**src/design/tlr_pkg.sv**
```systemverilog
// shared types, codes and helpers for the timed level ramp
`default_nettype none

package tlr_pkg;

    localparam int PERIOD_BITS_DEF = 16;
    localparam int LEVEL_W         = 7;
    localparam int STEP_W          = 8;
    localparam int TICK_W          = 16;
    localparam int CFG_ADDR_W      = 2;
    localparam int CFG_DATA_W      = 16;

    localparam logic [LEVEL_W-1:0] LEVEL_MAX = 7'd100;

    // request codes
    localparam logic [1:0] REQ_TICK  = 2'd0;
    localparam logic [1:0] REQ_START = 2'd1;
    localparam logic [1:0] REQ_STOP  = 2'd2;

    // register indexes
    localparam logic [CFG_ADDR_W-1:0] CFG_RAMP_STEP   = 2'd0;
    localparam logic [CFG_ADDR_W-1:0] CFG_RAMP_TARGET = 2'd1;
    localparam logic [CFG_ADDR_W-1:0] CFG_TICK_PERIOD = 2'd2;

    typedef struct packed {
        logic [1:0]         req_type;
        logic               load_level;
        logic [LEVEL_W-1:0] start_level;
    } in_beat_t;

    typedef struct packed {
        logic [LEVEL_W-1:0] level_out;
        logic               ramp_done;
        logic               ramping;
    } out_beat_t;

    typedef struct packed {
        logic [STEP_W-1:0]  ramp_step;
        logic [LEVEL_W-1:0] ramp_target;
        logic [TICK_W-1:0]  tick_period;
    } cfg_t;

    typedef struct packed {
        logic      valid;
        out_beat_t beat;
    } res_t;

    function automatic logic [LEVEL_W-1:0] clamp_level(input logic [LEVEL_W-1:0] v);
        clamp_level = (v > LEVEL_MAX) ? LEVEL_MAX : v;
    endfunction

endpackage

`default_nettype wire

```
**src/design/timed_level_ramp_top.sv**
```systemverilog
// top level of the timed light level ramp generator
// usage:
//   s_ channel carries request beats: tick, start or stop, with an optional
//   start level. m_ channel carries level beats for the light driver, with
//   ramp_done on the final target value and ramping giving the phase after
//   the request. many requests make no beat at all (idle ticks, stops,
//   countdown ticks, aborts).
//   cfg_we/cfg_addr/cfg_wdata write one of ramp_step (0), ramp_target (1)
//   or tick_period (2) per write; write only while the block is idle.
// timing:
//   a request is taken into the input register, then updated against the
//   ramp state and its beat lands in the output register, driving m_valid.
//   one request per cycle is sustained; the only limit is the output
//   register, which holds a beat until m_ready.
// stall: while m_ready is low and a beat waits, the input register keeps
//   one more request and s_ready drops once both stages are full.
// reset: aresetn (sync, active low) clears the channels, the ramp to
//   dormant at level zero, and the registers to step 1, target 0, period 1.
`default_nettype none

module timed_level_ramp_top #(
    parameter int PERIOD_BITS = tlr_pkg::PERIOD_BITS_DEF
) (
    input  wire logic                                aclk,
    input  wire logic                                aresetn,
    input  wire logic                                s_valid,
    output logic                                     s_ready,
    input  wire tlr_pkg::in_beat_t                   s_payload,
    output logic                                     m_valid,
    input  wire logic                                m_ready,
    output tlr_pkg::out_beat_t                       m_payload,
    input  wire logic                                cfg_we,
    input  wire logic [tlr_pkg::CFG_ADDR_W-1:0]      cfg_addr,
    input  wire logic [tlr_pkg::CFG_DATA_W-1:0]      cfg_wdata
);
    import tlr_pkg::*;

    cfg_t               cfg_reg;
    logic               item_valid;
    in_beat_t           item;
    logic               space;
    logic               advance;
    res_t               res;
    logic [LEVEL_W-1:0] level_q;

    // configuration registers, writes past the list are dropped
    always_ff @(posedge aclk) begin
        if (!aresetn) begin
            cfg_reg.ramp_step   <= STEP_W'(1);
            cfg_reg.ramp_target <= '0;
            cfg_reg.tick_period <= TICK_W'(1);
        end else if (cfg_we) begin
            unique case (cfg_addr)
                CFG_RAMP_STEP:   cfg_reg.ramp_step   <= cfg_wdata[STEP_W-1:0];
                CFG_RAMP_TARGET: cfg_reg.ramp_target <= cfg_wdata[LEVEL_W-1:0];
                CFG_TICK_PERIOD: cfg_reg.tick_period <= cfg_wdata[TICK_W-1:0];
                default: begin
                end
            endcase
        end
    end

    // a held request is processed once the result register can take a beat
    assign advance = item_valid && space;

    tlr_in_stage u_in (
        .aclk       (aclk),
        .aresetn    (aresetn),
        .s_valid    (s_valid),
        .s_ready    (s_ready),
        .s_payload  (s_payload),
        .advance    (advance),
        .item_valid (item_valid),
        .item       (item)
    );

    tlr_ramp_core #(
        .PERIOD_BITS (PERIOD_BITS)
    ) u_core (
        .aclk    (aclk),
        .aresetn (aresetn),
        .fire    (advance),
        .item    (item),
        .cfg     (cfg_reg),
        .res     (res),
        .level_q (level_q)
    );

    tlr_out_stage u_out (
        .aclk      (aclk),
        .aresetn   (aresetn),
        .res       (res),
        .space     (space),
        .m_valid   (m_valid),
        .m_ready   (m_ready),
        .m_payload (m_payload)
    );

`ifndef SYNTH
    // stored level stays within percent range
    a_level_range: assert property (@(posedge aclk) disable iff (!aresetn)
        level_q <= LEVEL_MAX)
        else $error("ramp level above full scale");

    // a new output beat only follows a processed request
    a_beat_source: assert property (@(posedge aclk) disable iff (!aresetn)
        $rose(m_valid) |-> $past(advance))
        else $error("output beat without a processed request");

    // final beat carries the clamped target and a dormant phase
    a_done_beat: assert property (@(posedge aclk) disable iff (!aresetn)
        (m_valid && m_payload.ramp_done) |->
            (m_payload.level_out == clamp_level(cfg_reg.ramp_target) && !m_payload.ramping))
        else $error("final beat differs from target");
`endif

endmodule

`default_nettype wire

```
**src/design/tlr_in_stage.sv**
```systemverilog
// input register holding one accepted request beat
`default_nettype none

module tlr_in_stage (
    input  wire logic             aclk,
    input  wire logic             aresetn,
    input  wire logic             s_valid,
    output logic                  s_ready,
    input  wire tlr_pkg::in_beat_t s_payload,
    input  wire logic             advance,
    output logic                  item_valid,
    output tlr_pkg::in_beat_t     item
);
    import tlr_pkg::*;

    logic     valid_reg, valid_next;
    in_beat_t data_reg;

    assign s_ready    = !valid_reg || advance;
    assign item_valid = valid_reg;
    assign item       = data_reg;

    always_comb begin
        valid_next = valid_reg;
        if (s_valid && s_ready) begin
            valid_next = 1'b1;
        end else if (advance) begin
            valid_next = 1'b0;
        end
    end

    always_ff @(posedge aclk) begin
        if (!aresetn) begin
            valid_reg <= 1'b0;
        end else begin
            valid_reg <= valid_next;
        end
    end

    always_ff @(posedge aclk) begin
        if (s_valid && s_ready) begin
            data_reg <= s_payload;
        end
    end

endmodule

`default_nettype wire

```
**src/design/tlr_ramp_core.sv**
```systemverilog
// ramp state registers and single-pass update for one request
`default_nettype none

module tlr_ramp_core #(
    parameter int PERIOD_BITS = tlr_pkg::PERIOD_BITS_DEF
) (
    input  wire logic              aclk,
    input  wire logic              aresetn,
    input  wire logic              fire,
    input  wire tlr_pkg::in_beat_t item,
    input  wire tlr_pkg::cfg_t     cfg,
    output tlr_pkg::res_t          res,
    output logic [tlr_pkg::LEVEL_W-1:0] level_q
);
    import tlr_pkg::*;

    logic                   phase_reg, phase_next;
    logic [LEVEL_W-1:0]     level_reg, level_next;
    logic [PERIOD_BITS-1:0] countdown_reg, countdown_next;
    logic                   abort_reg, abort_next;

    logic [PERIOD_BITS+TICK_W-1:0] period_ext;
    logic [PERIOD_BITS-1:0]        period_cut;
    logic [PERIOD_BITS-1:0]        period_load;
    logic [LEVEL_W-1:0]            tgt;
    logic                          step_neg;
    logic signed [9:0]             sum;
    logic [LEVEL_W-1:0]            stepped;
    logic [LEVEL_W-1:0]            start_lvl;
    logic                          reached;

    assign level_q = level_reg;

    // tick period cut to the counter width, zero acts as one
    assign period_ext  = {{PERIOD_BITS{1'b0}}, cfg.tick_period};
    assign period_cut  = period_ext[PERIOD_BITS-1:0];
    assign period_load = (period_cut == '0) ? PERIOD_BITS'(1) : period_cut;

    assign tgt      = clamp_level(cfg.ramp_target);
    assign step_neg = cfg.ramp_step[STEP_W-1];

    // saturated level plus step
    assign sum = $signed({3'b000, level_reg}) + $signed({{2{cfg.ramp_step[STEP_W-1]}},
                                                          cfg.ramp_step});
    always_comb begin
        if (sum[9]) begin
            stepped = '0;
        end else if (sum[8:0] > {2'b00, LEVEL_MAX}) begin
            stepped = LEVEL_MAX;
        end else begin
            stepped = sum[LEVEL_W-1:0];
        end
    end

    assign reached = step_neg ? (stepped <= tgt) : (stepped >= tgt);

    always_comb begin
        phase_next     = phase_reg;
        level_next     = level_reg;
        countdown_next = countdown_reg;
        abort_next     = abort_reg;
        res            = '0;
        start_lvl      = item.load_level ? clamp_level(item.start_level) : level_reg;
        if (fire) begin
            if (!phase_reg) begin
                if (item.req_type == REQ_START) begin
                    // clamp toward target
                    if (!step_neg && (start_lvl > tgt)) begin
                        level_next = tgt;
                    end else if (step_neg && (start_lvl < tgt)) begin
                        level_next = tgt;
                    end else begin
                        level_next = start_lvl;
                    end
                    phase_next          = 1'b1;
                    abort_next          = 1'b0;
                    countdown_next      = period_load;
                    res.valid           = 1'b1;
                    res.beat.level_out  = level_next;
                    res.beat.ramp_done  = 1'b0;
                    res.beat.ramping    = 1'b1;
                end
            end else begin
                unique case (item.req_type)
                    REQ_STOP: begin
                        level_next = stepped;
                        phase_next = 1'b0;
                        abort_next = 1'b0;
                    end
                    REQ_START: begin
                        abort_next = 1'b1;
                    end
                    REQ_TICK: begin
                        if (countdown_reg > PERIOD_BITS'(1)) begin
                            countdown_next = countdown_reg - PERIOD_BITS'(1);
                        end else begin
                            countdown_next = '0;
                            level_next     = stepped;
                            if (abort_reg) begin
                                phase_next = 1'b0;
                                abort_next = 1'b0;
                            end else if (reached) begin
                                level_next         = tgt;
                                phase_next         = 1'b0;
                                res.valid          = 1'b1;
                                res.beat.level_out = tgt;
                                res.beat.ramp_done = 1'b1;
                                res.beat.ramping   = 1'b0;
                            end else begin
                                countdown_next     = period_load;
                                res.valid          = 1'b1;
                                res.beat.level_out = stepped;
                                res.beat.ramp_done = 1'b0;
                                res.beat.ramping   = 1'b1;
                            end
                        end
                    end
                    default: begin
                    end
                endcase
            end
        end
    end

    always_ff @(posedge aclk) begin
        if (!aresetn) begin
            phase_reg     <= 1'b0;
            level_reg     <= '0;
            countdown_reg <= '0;
            abort_reg     <= 1'b0;
        end else begin
            phase_reg     <= phase_next;
            level_reg     <= level_next;
            countdown_reg <= countdown_next;
            abort_reg     <= abort_next;
        end
    end

endmodule

`default_nettype wire

```
**src/design/tlr_out_stage.sv**
```systemverilog
// result register in front of the output channel
`default_nettype none

module tlr_out_stage (
    input  wire logic           aclk,
    input  wire logic           aresetn,
    input  wire tlr_pkg::res_t  res,
    output logic                space,
    output logic                m_valid,
    input  wire logic           m_ready,
    output tlr_pkg::out_beat_t  m_payload
);
    import tlr_pkg::*;

    logic      valid_reg, valid_next;
    out_beat_t data_reg;

    assign space     = !valid_reg || m_ready;
    assign m_valid   = valid_reg;
    assign m_payload = data_reg;

    always_comb begin
        valid_next = valid_reg;
        if (res.valid) begin
            valid_next = 1'b1;
        end else if (m_ready) begin
            valid_next = 1'b0;
        end
    end

    always_ff @(posedge aclk) begin
        if (!aresetn) begin
            valid_reg <= 1'b0;
        end else begin
            valid_reg <= valid_next;
        end
    end

    always_ff @(posedge aclk) begin
        if (res.valid) begin
            data_reg <= res.beat;
        end
    end

endmodule

`default_nettype wire

```
**config.mk**
```make
export PLATFORM = sky130hd
export DESIGN_NAME = timed_level_ramp_top
export DESIGN_NICKNAME = d
export VERILOG_FILES = /design/src/design/tlr_pkg.sv /design/src/design/timed_level_ramp_top.sv /design/src/design/tlr_in_stage.sv /design/src/design/tlr_ramp_core.sv /design/src/design/tlr_out_stage.sv
export SDC_FILE = /design/constraint.sdc
export NUM_CORES = 1
export LEC_CHECK = 0
export BUFFER_PORTS_ARGS = -buffer_cell sky130_fd_sc_hd__buf_2
export CAP_MARGIN = 20
export CELL_PAD_IN_SITES_DETAIL_PLACEMENT = 0
export CELL_PAD_IN_SITES_GLOBAL_PLACEMENT = 1
export CORE_MARGIN = 2
export CORE_UTILIZATION = 45
export CTS_BUF_LIST = sky130_fd_sc_hd__clkbuf_16
export CTS_CLUSTER_DIAMETER = 80
export CTS_CLUSTER_SIZE = 40
export DETAILED_ROUTE_END_ITERATION = 8
export PLACE_DENSITY = 0.76
export SLEW_MARGIN = 20
export SYNTH_ARGS = -nofsm -noshare
export SYNTH_HDL_FRONTEND = slang
export SYNTH_SLANG_ARGS = --single-unit
```
**constraint.sdc**
```tcl
create_clock -name aclk -period 4.9 [get_ports aclk]
set_clock_uncertainty 0.2 [all_clocks]
set_input_delay 0.49 -clock aclk [delete_from_list [all_inputs] [get_ports aclk]]
set_output_delay 0.49 -clock aclk [all_outputs]
set_load 0.03 [all_outputs]
```
==> results of run 1 <==
==> per-stage QoR <==
stage	instance area (sq um)	setup WS [ps]	std cells	util, %
finish	5430	231	753	52.6
global route	5430	-27.7	753	52.6
CTS	5410	111	752	52.4
detailed placement	5130	166	736	49.7
global placement	5130	197	736	49.7
floorplan	4800	661	579	-
==> kinds of logic (layout without fill, tap and decap cells) <==
| group | after synthesis | in the layout | share of synthesized area, % |
|---|---|---|---|
| and+or+nand+nor | 209 | 209 | 22.3 |
| AOI/OAI and AO/OA | 186 | 186 | 24.9 |
| DFF | 77 | 77 | 36.1 |
| buffers and inverters | 53 | 91 | 4.30 |
| adders and majority gates | 24 | 24 | 6.41 |
| muxes | 18 | 18 | 3.80 |
| xor gates and xnor gates | 12 | 12 | 2.19 |
==> per-layer routing <==
layer | up-vias | share of wire [%] | wire (um) | GRT usage (%)
met5 | - | 0 | 0 | 0
met3 | 15 | 7.4 | 1050 | 5.75
met1 | 2189 | 48 | 6870 | 37.7
met2 | 150 | 43 | 6100 | 37.4
li1 | 2249 | - | - | -
met4 | 0 | 1.2 | 172 | 7.24
==> power breakdown <==
part / switching, mW / internal, mW
Clock: 0.271 / 0.345
Sequential: 0.0274 / 0.674
Combinational: 0.246 / 0.140
Total: 0.544 / 1.16
==> repair_timing <==
action	CTS	global route
gates resized for setup	0	4
hold endpoints to repair	0	0
setup endpoints to repair	0	23
setup buffers	0	1
==> cell usage in the layout, fill, tap and decap left out, drive strengths merged, types with 3 or more instances in the layout <==
master	count
o22ai	11
a21o	4
clkbuf	9
inv	27
nor2b	10
a21oi	54
or3	7
buf	52
o2bb2ai	3
o21a	5
a31oi	13
xor2	6
and3b	3
or4b	4
nor4	11
o211ai	19
clkinv	3
o21ai	37
o2111ai	3
o311ai	5
nor3	11
xnor2	6
ha	23
nand4	8
mux2i	16
and2	3
or4	3
nand3b	6
a211oi	3
nand2	61
a221oi	5
dfxtp	58
nor2	48
nand3	18
o31a	6
nor3b	5
edfxtp	19
==> how the worst max path moves through the flow <==
stage	endpoint	from	slack (ps)
after floorplan	u_core.level_q[2]	u_core.level_q[0]	660
after global placement	u_out.m_payload[5]	cfg_reg[26]	200
after detailed placement	u_out.m_payload[4]	u_core.level_q[0]	170
after CTS	u_out.m_payload[4]	cfg_reg[26]	110
after global routing	u_out.m_payload[5]	cfg_reg[26]	-30
final	u_core.level_q[2]	cfg_reg[26]	230
==> cells in the mapped netlist, types with 3 or more instances <==
library cell | instances | area [sq um]
o22ai_1 | 11 | 68.8
nor2_1 | 48 | 180
nor4_1 | 10 | 62.6
o21a_1 | 5 | 37.5
or3_1 | 7 | 43.8
buf_1 | 4 | 15.0
nor3_1 | 11 | 55.1
and2_1 | 3 | 18.8
a31oi_1 | 13 | 81.3
xnor2_1 | 6 | 52.6
or4_1 | 3 | 22.5
edfxtp_1 | 19 | 571
o31a_1 | 6 | 52.6
nor3b_1 | 5 | 37.5
nand3b_1 | 6 | 45.0
dfxtp_1 | 58 | 1160
nor2b_1 | 10 | 62.6
o2111ai_1 | 3 | 26.3
buf_2 | 6 | 30.0
mux2i_1 | 16 | 160
a221oi_1 | 5 | 43.8
o21ai_0 | 35 | 175
o311ai_0 | 3 | 26.3
clkbuf_1 | 20 | 75.1
nand4_1 | 8 | 50.1
o211ai_1 | 19 | 143
xor2_1 | 6 | 52.6
ha_1 | 23 | 288
a21o_1 | 4 | 30.0
inv_1 | 22 | 82.6
o2bb2ai_1 | 3 | 26.3
nand3_1 | 18 | 90.1
and3b_1 | 3 | 26.3
a21oi_1 | 53 | 265
nand2_1 | 61 | 229
==> worst register-to-register path, cell delays in order, from the launching register on <==
cell and delay (ps):
dfxtp_1 340, ha_1 420, o21ai_0 200, or4b_1 500, o2111ai_1 180, o211ai_1 280
and3_1 250, ha_1 310, a211o_1 270, a21oi_2 200, or4b_1 560, and3_1 310
a211o_1 310, a221oi_1 250
==> final cells by class <==
cell class                      count  share of cell area [%]
Timing Repair Buffer               52                    5.21
Clock inverter                      7                   0.899
Sequential cell                    77                    31.9
Tap cell                          136                    3.14
Clock buffer                        9                    4.15
Multi-Input combinational cell    449                    53.1
Inverter                           23                    1.59
==> flow_metrics.tcl, run 1 <==
set metrics [dict create \
    final-seq-area_sq_um 1730 \
    clock-sinks 77 \
    grt_pass1_wl_mm 22.5 \
    dp_hpwl_mm 10.7 \
    cts.clk_slew.worst_paths_ps 60 \
    vias_per_cell 6.11 \
    dieArea_sq_um 11500 \
    fp.dieH_um 107 \
    syn_area_sq_um 4800 \
    cp_slowest_stage_delay_ps 560 \
    rows 37 \
    gr-usage-all-layers_pct 25.6 \
    r2r_start "cfg_reg[26]" \
    largest_register_ffs 31 \
    start_util_pct 46.5 \
    antenna_found_initial 0 \
    rsz0062_at_grt "yes" \
    p_leak_nw 2.15 \
    routabilityCongestion 0.896 \
    io_buffers 43 \
    synth-async-reset-ratio_pct 0 \
    fp.dieW_um 107 \
    netlist_instances 579 \
    hold_slack_ps 116 \
    max_slew_margin_pct 40.1 \
    cp.arrival_ps 4720 \
    drv_cap 0 \
    hold-path-cell-count 1 \
    worstMarginPinSlew_ps 889 \
    htreeDepth 3 \
    clk_path_buf_depth 2 \
    power.density_nw_per_um2 314 \
    crit_type "reg -> reg" \
    ys_types 67 \
    area_delta_synth_final_pct 13.0 \
    antenna_left 0 \
    r2r_slack_ps 230 \
    max_freq_ghz 0.214 \
    finalSetupViolCount 0 \
    path_max_fanout 7 \
    holdPathEnd "u_in.item[5]" \
    critPathTopFamily "compound AO/OA/AOI/OAI gates" \
    io_pins 44 \
    vias 4603 \
    grt_pass1_vias 4185 \
    grt_start_max_net_pins 38 \
    fillers 1009 \
    end_kind "flip-flop" \
    tns_ps 0 \
    slew_viol_final 0 \
    crit_path_cell_trace "ha_1, o21ai_0, or4b_1, o2111ai_1, o211ai_1, and3_1, ha_1, a211o_1, a21oi_2, or4b_1, and3_1, a211o_1, a221oi_1" \
    cts_tree "yes" \
    min_period_ps 4670 \
    min-delay-path-class "in -> reg" \
    synth-edff-count 19 \
    synth_seq_cells 77 \
    post_drt_wl_per_cell_um 18.9 \
    outcome "finished, final reports clean" \
    worst_setup_path_start_kind "flip-flop" \
    multi_input_area_sq_um 2880 \
    antennaDiodeCount 0 \
    hold_buffers 0 \
    dominantRegCellSynth "dfxtp_1" \
    grt-ovfl-total 0 \
    crit_buf_inv 0 \
    drt_iter0_drc 273 \
    cp.required_ps 4950 \
    rr_endpoint "u_core.level_q[2]" \
    drc 0 \
    cp.depth 13 \
    core_sq_um 10300 \
    period_share_pct 95.3 \
    syn_avg_cell_area_sq_um 8.29 \
    fin_total_pwr_mw 1.70 \
    cts_buffers 9 \
    synth_nets 636 \
    yosysSeqAreaShare_pct 36.1 \
    layout-drive-gt1-share_pct 13.3 \
    finalWirelength_mm 14.2 \
    slowest_stage "or4b_1" \
    drtPass1Iterations 6 \
    hp-start "s_payload[5]" \
    ctsRootBufferMaster "clkbuf_16" \
    clk_latency_ps 340 \
    irDropWorstVdd_v 0.000238 \
    fin_nets 669 \
    reg2regPathDepth 13 \
    hold_viol 0 \
    yosys_warnings 0 \
]
No activity file was read; power rests on OpenSTA's default activity.
==> run 2, diff against run 1 <==
--- a/config.mk
+++ b/config.mk
@@ -5,7 +5,7 @@
 export SDC_FILE = /design/constraint.sdc
 export NUM_CORES = 1
 export LEC_CHECK = 0
-export BUFFER_PORTS_ARGS = -buffer_cell sky130_fd_sc_hd__buf_2
+export BUFFER_PORTS_ARGS = -buffer_cell sky130_fd_sc_hd__buf_4
 export CAP_MARGIN = 20
 export CELL_PAD_IN_SITES_DETAIL_PLACEMENT = 0
 export CELL_PAD_IN_SITES_GLOBAL_PLACEMENT = 1
==> flow_metrics.tcl, run 2 (synthesis gave the netlist of run 1 again) <==
set metrics [dict create \
    htreeDepth 3 \
    swShare_pct 31.0 \
    drv_cap 0 \
    drc 0 \
    cp.required_ps 4810 \
    post_drt_wl_per_cell_um 19.1 \
    combPwrFrac_pct 21.7 \
    grt_pass1_wl_mm 23.1 \
    clk_latency_ps 340 \
    drtPass1Iterations 5 \
    fp.dieW_um 107 \
    finalSetupViolCount 0 \
    cp.arrival_ps 4630 \
    clockPowerShare_pct 39.7 \
    rsz0062_at_grt "yes" \
    final-seq-area_sq_um 1730 \
    vias 4688 \
    slew_viol_final 0 \
    dp_hpwl_mm 10.7 \
    p_seq_share_pct 38.5 \
    multi_input_area_sq_um 2890 \
    grt_start_max_net_pins 38 \
    outcome "finished, final reports clean" \
    cts_tree "yes" \
    fin_area_sq_um 5630 \
    end_kind "flip-flop" \
    hp-start "s_payload[0]" \
    area_delta_synth_final_pct 17.2 \
    gr-usage-all-layers_pct 25.9 \
    fin_total_pwr_mw 1.82 \
    period_share_pct 96.2 \
    worst_setup_path_start_kind "flip-flop" \
    place_area_sq_um 5260 \
    min-delay-path-class "in -> reg" \
    final_cell_mix "nand2_1 (60), dfxtp_1 (58), buf_4 (56), a21oi_1 (52), nor2_1 (48)" \
    max_freq_ghz 0.212 \
    clk_path_buf_depth 2 \
    pre_cts_ws_ps -55.6 \
    vias_per_cell 6.19 \
    r2r_start "u_core.level_q[3]" \
    hold_viol 0 \
    power.density_nw_per_um2 324 \
    tns_ps 0 \
    drt_iter0_drc 339 \
    worstMarginPinSlew_ps 913 \
    io_buffers 43 \
    crit_start "u_core.level_q[3]" \
    routabilityCongestion 0.854 \
    r2r_slack_ps 180 \
    p_leak_nw 2.23 \
    worst_slack_ps 185 \
    crit_type "reg -> reg" \
    max_slew_margin_pct 38.5 \
    ctsRootBufferMaster "clkbuf_16" \
    antennaDiodeCount 0 \
    cts.clk_slew.worst_paths_ps 60 \
    clock-sinks 77 \
    irDropWorstVdd_v 0.000240 \
    fin_nets 673 \
    fp.dieH_um 107 \
    fillers 986 \
    finalWirelength_mm 14.5 \
    core_sq_um 10300 \
    hold_buffers 0 \
    p_int_mw 1.26 \
    cts_buffers 9 \
    rows 37 \
    path_max_fanout 13 \
    antenna_left 0 \
    layout-drive-gt1-share_pct 14.3 \
    min_period_ps 4720 \
    dieArea_sq_um 11500 \
    io_pins 44 \
    start_util_pct 46.5 \
    p_sw_mw 0.565 \
    largest_register_ffs 31 \
    layout_commonest_cell "nand2_1" \
    antenna_found_initial 0 \
    grt-ovfl-total 0 \
    grt_pass1_vias 4333 \
]
==> run 2: cell type report <==
class,instances,area share (%)
multi-input combinational,449,51.4
sequential,77,30.8
timing repair buffer,56,7.47
clock buffer,10,4.45
tap,136,3.02
inverter,23,1.53
clock inverter,6,1.31
==> run 2: per-stage QoR <==
| step | hold slack [ps] | std cells | util (%) |
|---|---|---|---|
| 2_1_floorplan | 249 | 579 | - |
| 3_3_place_gp | 262 | 739 | 51.0 |
| 3_5_place_dp | 274 | 739 | 51.0 |
| 4_1_cts | 121 | 755 | 54.1 |
| 5_1_grt | 116 | 757 | 54.5 |
| 6_report | 124 | 757 | 54.5 |
==> run 2: power by group through the flow <==
| stage | Combinational [mW] | Sequential (mW) | Clock (mW) |
|---|---|---|---|
| floorplan | 0.269 | 0.704 | 0 |
| global placement | 0.377 | 0.714 | 0 |
| detailed placement | 0.378 | 0.715 | 0 |
| CTS | 0.383 | 0.701 | 0.732 |
| global route | 0.434 | 0.705 | 0.765 |
| finish | 0.396 | 0.702 | 0.724 |
==> run 2: worst paths after layout <==
kind | endpoint | cells past startpoint
worst max-delay path | u_out.m_payload[5] | 13
worst min-delay path | u_in.item[0] | 1
worst max register to register | u_out.m_payload[5] | 13
worst min register to register | cfg_reg[2] | 2
==> run 2: routing by layer <==
layer / share of wire, % / GRT usage, % / vias to the layer above
met3: 6.8 / 5.51 / 22
met4: 1.2 / 5.94 / 0
met1: 48 / 38.3 / 2238
met5: 0 / 0 / -
met2: 44 / 38.6 / 175
li1: - / - / 2253
==> run 2: timing repair <==
item                       CTS  global route
gates resized for setup      1             5
setup buffers                0             2
pin swaps                    0             2
setup endpoints to repair    2            26
==> run 2: worst max-delay path: stages (launching register included) <==
cell       delay [ps]
dfxtp_1           330
ha_1              430
o21ai_0           190
or4b_1            510
o2111ai_1         200
o211ai_1          270
and3_1            240
ha_1              310
a211o_1           280
a21oi_2           180
or4b_1            570
nand2_4           220
nand2_1           160
o311ai_1          400
